--- src/rtl/tcce_pkg.sv ---
// ----------------------------------------------------------------------------
// Text console engine package
// Command codes, character codes, controller states and the command and
// status bundles between controller and datapath.
// ----------------------------------------------------------------------------
package tcce_pkg;

   typedef enum logic [1:0] {
      OP_PUT   = 2'd0,
      OP_CLEAR = 2'd1,
      OP_READ  = 2'd2,
      OP_NONE  = 2'd3
   } tcce_op_type;

   localparam logic [7:0] CH_BLANK     = 8'h20;
   localparam logic [7:0] CH_BACKSPACE = 8'h08;
   localparam logic [7:0] CH_TAB       = 8'h09;
   localparam logic [7:0] CH_NEWLINE   = 8'h0A;
   localparam logic [7:0] CH_RETURN    = 8'h0D;
   localparam logic [7:0] ATTR_RESET   = 8'h0F;

   typedef enum logic [2:0] {
      ST_INIT,
      ST_IDLE,
      ST_EXEC,
      ST_COPY,
      ST_FILL,
      ST_RESP
   } tcce_state_type;

   typedef struct packed {
      logic accept;
      logic exec;
      logic cnt_clear;
      logic cnt_inc;
      logic copy_step;
      logic fill_step;
      logic fill_reset;
      logic rsp_load;
   } tcce_cmd_type;

   typedef struct packed {
      tcce_op_type op;
      logic        scroll_need;
      logic        copy_last;
      logic        fill_last;
      logic        rsp_free;
   } tcce_status_type;

endpackage

--- src/rtl/tcce_ctrl.sv ---
// ----------------------------------------------------------------------------
// Text console engine controller
// Sequences accept, execute, scroll copy, fill passes and result hand-off.
// ----------------------------------------------------------------------------
module tcce_ctrl import tcce_pkg::*; (
   input  logic            clock,
   input  logic            reset,
   input  logic            req_tvalid,
   output logic            req_tready,
   input  tcce_status_type status,
   output tcce_cmd_type    cmd
);

   tcce_state_type state_ff;
   tcce_state_type state_in;

   always_ff @(posedge clock) begin
      if (reset) begin
         state_ff <= ST_INIT;
      end else begin
         state_ff <= state_in;
      end
   end

   always_comb begin
      state_in   = state_ff;
      cmd        = '0;
      req_tready = 1'b0;
      case (state_ff)
         ST_INIT: begin
            // power-up blanking of the whole store
            cmd.fill_step  = 1'b1;
            cmd.fill_reset = 1'b1;
            cmd.cnt_inc    = 1'b1;
            if (status.fill_last) begin
               state_in = ST_IDLE;
            end
         end
         ST_IDLE: begin
            req_tready = 1'b1;
            if (req_tvalid) begin
               cmd.accept = 1'b1;
               state_in   = ST_EXEC;
            end
         end
         ST_EXEC: begin
            cmd.exec = 1'b1;
            case (status.op)
               OP_CLEAR: begin
                  cmd.cnt_clear = 1'b1;
                  state_in      = ST_FILL;
               end
               OP_READ: begin
                  state_in = ST_RESP;
               end
               default: begin
                  if (status.op == OP_PUT && status.scroll_need) begin
                     cmd.cnt_clear = 1'b1;
                     state_in      = ST_COPY;
                  end else if (status.rsp_free) begin
                     cmd.rsp_load = 1'b1;
                     state_in     = ST_IDLE;
                  end else begin
                     state_in = ST_RESP;
                  end
               end
            endcase
         end
         ST_COPY: begin
            cmd.copy_step = 1'b1;
            // hold the count at the bottom row start for the fill
            if (status.copy_last) begin
               state_in = ST_FILL;
            end else begin
               cmd.cnt_inc = 1'b1;
            end
         end
         ST_FILL: begin
            cmd.fill_step = 1'b1;
            cmd.cnt_inc   = 1'b1;
            if (status.fill_last) begin
               state_in = ST_RESP;
            end
         end
         ST_RESP: begin
            if (status.rsp_free) begin
               cmd.rsp_load = 1'b1;
               state_in     = ST_IDLE;
            end
         end
         default: begin
            state_in = ST_INIT;
         end
      endcase
   end

endmodule

--- config.mk ---
export PLATFORM = sky130hd
export DESIGN_NAME = tcce_ctrl
export DESIGN_NICKNAME = d
export VERILOG_FILES = /design/src/rtl/tcce_pkg.sv /design/src/rtl/tcce_ctrl.sv
export SDC_FILE = /design/constraint.sdc
export NUM_CORES = 1
export LEC_CHECK = 0
export BUFFER_PORTS_ARGS = -buffer_cell sky130_fd_sc_hd__buf_2
export CELL_PAD_IN_SITES_DETAIL_PLACEMENT = 1
export CELL_PAD_IN_SITES_GLOBAL_PLACEMENT = 1
export CORE_AREA = 5 5 42 44
export CTS_CLUSTER_DIAMETER = 40
export DETAILED_ROUTE_END_ITERATION = 10
export DIE_AREA = 0 0 47 49
export PLACE_DENSITY_LB_ADDON = 0.12
export SYNTH_ARGS = -nofsm -noshare
export SYNTH_HDL_FRONTEND = slang
export SYNTH_SLANG_ARGS = --single-unit
--- constraint.sdc ---
create_clock -name clock -period 1.2 [get_ports clock]
set_input_delay 0.12 -clock clock [delete_from_list [all_inputs] [get_ports clock]]
set_output_delay 0.12 -clock clock [all_outputs]
set_load 0.05 [all_outputs]
# Word level (Yosys, flattened, before mapping)
# Index checks and enable logic that the tools add are counted.
classes:
  n_addsub: 0
  mul: 0
  div_mod_pow: 0
  magnitude_cmp: 0
  n_eq_ne: 12
  shift: 0
  muxes: 24
  bitwise: 0
  n_reduce_logical: 6
op_table:
  columns: ["operator", "count"]
  rows:
  - ["$mux W3", 7]
  - ["$pmux W3 S6", 1]
  - ["$mux W1", 11]
  - ["$ne A2 B2 Y1 const B", 5]
  - ["$eq A3 B2 Y1 const B", 2]
  - ["$eq A3 B3 Y1 const B", 2]
  - ["$pmux W1 S2", 3]
  - ["$pmux W3 S2", 1]
  - ["$reduce_and A5 Y1", 1]
  - ["$reduce_or A2 Y1", 2]
  - ["$eq A3 B1 Y1 const B", 1]
  - ["$logic_not A3 Y1", 1]
  - ["$eq A2 B1 Y1 const B", 1]
  - ["$eq A2 B2 Y1 const B", 1]
  - ["$logic_not A2 Y1", 1]
  - ["$mux W2", 1]
  - ["$logic_and A1 B1 Y1", 1]
totals:
  regBits: 3
  latchBits: 0
  mem_bits_rw: 0
  romBits: 0
  in_bits: 9
  out_inout_bits: 9
  elab_cells: 43
  memories: 0

# Longest topological paths before layout
# Gate-level depths: netlist of the first run.
logic_depth:
  ltp_word: 5
  depth_mapped: 5
  ltp_nobuf: 5

# Least setup slack after synthesis of the first run
# OpenSTA, ideal clock, no wires.
synth_timing:
  path_type: "flip-flop to output port"
  startpoint: "register state_ff[2]"
  endpoint: "output cmd[0] (netlist bit)"
  arrival_ns: 2.186
  required_time_ns: 1.080
  path_slack_ns: -1.106
  path_stages_with_launch: 4
  path_buffers: 0
  cell_sequence: "dfxtp_1 > nor3b_4 > nand3b_1 > a21boi_0"
synth_rtl:
  columns: ["item", "line", "text"]
  rows:
  - ["from (decl)", "tcce_ctrl.sv:14", "tcce_state_type state_ff;"]
  - ["from (signal assigned)", "tcce_ctrl.sv:21", "state_ff <= state_in;"]
  - ["to (decl)", "tcce_ctrl.sv:11", "output tcce_cmd_type cmd"]

==> run metrics, run 1 <==
Routed met1 length 543 um; maximum number of pins on one net before global-route repair 10; Yosys warning total 0; Post-Layout Cell Count 99; First-pass DRT Iterations 2; starting utilization of the core area a little under a quarter; flip-flop and latch count after synthesis 3; cell count after synthesis 46; critical path, cell by cell nor3b_4, nand3b_1, a21boi_4, buf_6; clock sink total 3; die width 47 um; WS Path Type register to output pin; result of the run finished, violations left; library cell used as clock root buffer sky130_fd_sc_hd__clkbuf_4; global-route wire length before repair between 2000 and 2500 um; fraction of layout instances using a drive strength above 1 a little under two thirds; length of routed met3 wiring 60 um; Num CTS Buffers 3; Crit Path Max Fanout 4; number of global-route vias before repair slightly below 500; post-synthesis cell type with the largest combined area sky130_fd_sc_hd__dfxtp_1; shortest clock period the worst path allows after layout around 1.5 ns; Clock Pin Slew Worst Setup and Hold Paths roughly 0.04 ns; maximum resistive drop on vdd 0.4950 mV; highest routing layer actually used met4; Core ar. roughly 1400 um2; failing checks negative setup slack; Critical Path End Type output pin; # setup viols final 11; actual slew at the worst max-slew pin 0.2286 ns; CTS tree built; Async S/R FF share, synth 0%; max-cap viol count 0; synthesized netlist net count 57; GRT Residual Overflow 0; critical path data arrival time between 1 and 1.5 ns; hold slack final 0.09615 ns; clock latency on the worst-skew pair around 0.24 ns; area enclosed by the die boundary 2303 um2; ys flop type sky130_fd_sc_hd__dfxtp_1; number of primary I/O pins 18; Detail Route Antenna Nets 0; average wire length per cell after detail routing around 13 um; CP max stage cell sky130_fd_sc_hd__dfxtp_4; Routed WL 1241 um; violation count after the first detailed-route iteration 3; Routed met2 length a little over 600 um; Synth top cells by count sky130_fd_sc_hd__nand2_1 (5), sky130_fd_sc_hd__nor2b_1 (4), sky130_fd_sc_hd__o21ai_0 (4); final HPWL from detailed placement between 800 and 900 um; largest registers state_ff (3); Final Max Tran Viols 0; dominant cells by area after synthesis sky130_fd_sc_hd__dfxtp_1 (18%), sky130_fd_sc_hd__ha_1 (7.7%), sky130_fd_sc_hd__nor2b_1 (7.7%); most repeated cell in the gate-level netlist after synthesis sky130_fd_sc_hd__nand2_1; register containing the most flip-flops in the final layout state_ff; drt via density about 4.7; power per unit of standard cell area 839.5 nW/um2; Rel. slew slack a little over four fifths; vias after detailed routing around 470; worst min-delay path category input port to register; share of synthesized area occupied by flip-flops and latches 18.39%; peak per-stage delay on the critical path around 0.35 ns; count of buffers inserted at the top-level ports 17; max FFs per register 3; number of cells in the design after placement 86; gpl congestion roughly 0.73; post-layout worst setup margin -0.2593 ns; total standard cell area after synthesis between 300 and 400 um2; Avg Inst Size Synth 7.099 um2; end-of-flow core utilization a little over half; Req. time, crit path between 1 and 1.5 ns; worst clock skew on the final layout roughly 0.0040 ns; share of Yosys cell area claimed by the top area cell type a little under a fifth; Highest Clock Rate just under 700 MHz; count of endpoints failing hold in the final timing report 0; setup repair after global routing missed its margin yes; Layout Area Growth over Synthesis 135.6%; Total Power Consumption between 0.6 and 0.7 mW; overall routing resource usage ~12%; fin nets 95; number of antenna cells inserted 0; DRC violations left 0; number of enable-type register cells in the synthesized netlist 0; initial antenna violation count 0; leakage between 0.3 and 0.4 nW; deepest level of the CTS H-tree 1; Die H approximately 49 um; Site Rows 14; period utilisation layout 121.6%; Startpoint Class register; Synth cell types 21; maximum count of clock buffers along a single path 2
[cell families after synthesis]
| family | count (synthesis) | share of synthesized area (%) |
|---|---|---|
| DFF | 3 | 18.39 |
| adders and majority gates | 2 | 7.662 |
| and+or+nand+nor | 27 | 52.11 |
| AOI/OAI and AO/OA | 9 | 16.09 |
| buffers and inverters | 5 | 5.748 |
[per-stage QoR]
step | setup slack (ns) | cell area (um2) | TNS (ns)
after floorplan | -0.3906 | 386.6 | -1.077
after global placement | -0.09409 | 538.0 | -0.2380
after detailed placement | -0.1128 | 538.0 | -0.2174
after CTS | -0.2397 | 729.5 | -1.014
after global routing | -0.3338 | 769.5 | -2.044
final | -0.2593 | 769.5 | -1.418
[cell usage in the layout, fill, tap and decap left out, drive strengths merged, types with 2 or more instances in the layout]
master	count
and2b	2
nor2b	4
nor3b	2
nand2	5
nor3	3
o21ai	4
a21oi	2
dfxtp	3
clkbuf	4
nor2	2
inv	3
nand3b	3
buf	35
ha	2
and2	3
[routing by layer]
| layer | vias to the layer above | global-route usage, % |
|---|---|---|
| met2 | 11 | 18.10 |
| met5 | - | 0 |
| met1 | 213 | 15.79 |
| li1 | 237 | - |
| met4 | 0 | 2.765 |
| met3 | 4 | 5.904 |
[report_power, final]
group          internal [mW]  switching (mW)
sequential             0.106         0.00940
clock                  0.125          0.0607
combinational          0.168           0.177
[critical path: cells and delay by family (launching register included)]
kind	cells	cell delay [ns]
simple gates	2	0.43
flops	1	0.35
buf+inv	1	0.17
compound gates	1	0.15
[worst paths after layout]
kind / end / slack, ns / depth (start not counted) / from
worst max-delay path: cmd[0] / -0.26 / 4 / state_ff[0]
worst min-delay path: state_ff[1] / 0.1 / 2 / reset
worst max register to register: state_ff[0] / -0.07 / 7 / state_ff[0]
worst min register to register: state_ff[2] / 0.66 / 3 / state_ff[1]
[area by class of cell]
| class | instances | area (um2) |
|---|---|---|
| clock buffer | 4 | 26.28 |
| timing repair buffer | 35 | 317.8 |
| tap | 16 | 20.02 |
| inverter | 3 | 11.26 |
| multi-input combinational | 38 | 325.3 |
| fill | 178 | 631.9 |
| sequential | 3 | 68.82 |
[timing repair]
action                     CTS  global route
hold buffers                 0             0
pin swaps                    7             2
setup buffers                7             2
setup endpoints to repair   10            11
resized for setup           35             5
No activity file was read; power rests on OpenSTA's default activity.
==> run 2: changes to the inputs <==
--- a/config.mk
+++ b/config.mk
@@ -13,6 +13,7 @@
 export DETAILED_ROUTE_END_ITERATION = 10
 export DIE_AREA = 0 0 47 49
 export PLACE_DENSITY_LB_ADDON = 0.12
+export SETUP_SLACK_MARGIN = 0.15
 export SYNTH_ARGS = -nofsm -noshare
 export SYNTH_HDL_FRONTEND = slang
 export SYNTH_SLANG_ARGS = --single-unit
==> run metrics, run 2 (synthesis gave the netlist of run 1 again) <==
result of the run finished, violations left; failing checks negative setup slack; peak per-stage delay on the critical path roughly 0.34 ns; post-layout worst setup margin -0.1851 ns; Crit Path Max Fanout 5; starting utilization of the core area between 20% and 30%; finished layout cell area ~770 um2; largest registers state_ff (3); setup repair after global routing missed its margin yes; gpl congestion ~0.7; number of cells in the design after placement 87; drt via density between 4 and 5; number of global-route vias before repair about 450; count of buffers inserted at the top-level ports 17; count of endpoints failing hold in the final timing report 0; critical path data arrival time 1.27 ns; # setup viols final 11; maximum resistive drop on vdd between 0.4 and 0.5 mV; Post-Layout Cell Count a little under 100; highest-count cells in the layout ignoring fill and taps sky130_fd_sc_hd__buf_6 (12), sky130_fd_sc_hd__buf_4 (11), sky130_fd_sc_hd__buf_2 (8); period utilisation layout 115.4%; GR peak layer met2; die width approximately 47 um; CTS tree built; setup slack at placement -0.1128 ns; Routed WL around 1200 um; global routing met1 resource utilization about 14%; average wire length per cell after detail routing between 10 and 15 um; clock sink total 3; Site Rows 14; maximum number of pins on one net before global-route repair 11; worst min-delay path category input port to register; Placement Cell Area between 500 and 600 um2; gate family responsible for the most delay along the worst path simple AND/OR/NAND/NOR gates; leakage approximately 0.36 nW; Register Area 66.31 um2; global-route wire length before repair between 1500 and 2000 um; hold slack final 0.09737 ns; area taken by multi-input logic gates 326.6 um2; number of antenna cells inserted 0; CP max stage cell sky130_fd_sc_hd__dfxtp_2; initial antenna violation count 0; final HPWL from detailed placement just under 900 um; vias after detailed routing 463; overall routing resource usage about a tenth; layout filler cell count 170; critical path buffer and inverter count 1; max-cap viol count 0; maximum count of clock buffers along a single path 2; fin nets 95; Core ar. approximately 1400 um2; Num CTS Buffers 3; shortest clock period the worst path allows after layout approximately 1.4 ns; Detail Route Antenna Nets 0; critical path, cell by cell nor3b_4, nand3b_1, a21boi_4, buf_6; Rel. slew slack a little under nine tenths; actual slew at the worst max-slew pin approximately 0.21 ns; library cell used as clock root buffer sky130_fd_sc_hd__clkbuf_4; clock latency on the worst-skew pair ~0.23 ns; max FFs per register 3; post-cts hold buffer count 0; global routing met2 resource utilization 14.48%; power per unit of standard cell area a little over 800 nW/um2; GRT Residual Overflow 0; Setup TNS -1.149 ns; Highest Clock Rate about 720 MHz; number of primary I/O pins 18; fraction of layout instances using a drive strength above 1 between 60% and 70%; area enclosed by the die boundary 2303 um2; Final Max Tran Viols 0; First-pass DRT Iterations 4; Startpoint Class register; Clock Pin Slew Worst Setup and Hold Paths around 0.040 ns; worst clock skew on the final layout between 0.003 and 0.004 ns; M3 GR Usage 0%; Layout Area Growth over Synthesis 136.4%; register containing the most flip-flops in the final layout state_ff; violation count after the first detailed-route iteration 1; Die H between 40 and 50 um; WS Path Type register to output pin; Critical Path End Type output pin; commonest non-fill, non-tap cell in the layout sky130_fd_sc_hd__buf_6; deepest level of the CTS H-tree 1; DRC violations left 0; Req. time, crit path 1.08 ns
[run 2: cell types whose count changed in the layout (fill, tap and decap cells not counted), moves of 2 or more]
cell / change
sky130_fd_sc_hd__o21ai_1: +2
sky130_fd_sc_hd__buf_4: -2
sky130_fd_sc_hd__o21ai_0: -2
sky130_fd_sc_hd__buf_8: -2
sky130_fd_sc_hd__buf_6: +4
[run 2: path summary, 6_finish.rpt]
path	start	endpoint	slack, ns	cells after the start
worst min-delay path	reset	state_ff[1]	0.1	2
worst max register to register	state_ff[1]	state_ff[0]	-0.05	6
worst min register to register	state_ff[1]	state_ff[2]	0.57	2
worst max-delay path	state_ff[2]	cmd[0]	-0.19	4
[run 2: layer usage]
metal | routed length (um) | vias to the layer above
li1 | - | 232
met3 | 39 | 0
met1 | 529 | 223
met4 | 0 | 0
met5 | 0 | -
met2 | 613 | 8
[run 2: report_power, final]
part	internal (mW)	switching [mW]	total, mW	leakage (nW)
registers	0.107	0.0107	0.118	0.0261
logic	0.162	0.172	0.334	0.316
clock network	0.124	0.0497	0.174	0.0150
total	0.393	0.232	0.625	0.357
[run 2: metrics by stage]
stage / util (%) / total power, mW
global placement: 39.73 / 0.3704
CTS: 48.04 / 0.6003
floorplan: - / 0.2960
detailed placement: 39.73 / 0.3715
finish: 55.09 / 0.6255
global route: 55.09 / 0.6732
[run 2: final cells by class]
class,count,area share [%]
inverters,3,1.945
multi-input cells,38,42.30
flip-flops and latches,3,8.590
well taps,16,2.593
clock buffers,4,3.404
repair buffers,35,41.17
[run 2: what timing repair did]
item                                    4_1_cts  5_1_grt
setup buffers                                 2        6
endpoints found under the setup margin       11       12
resized for setup                            23       17
pin swaps                                     0        5
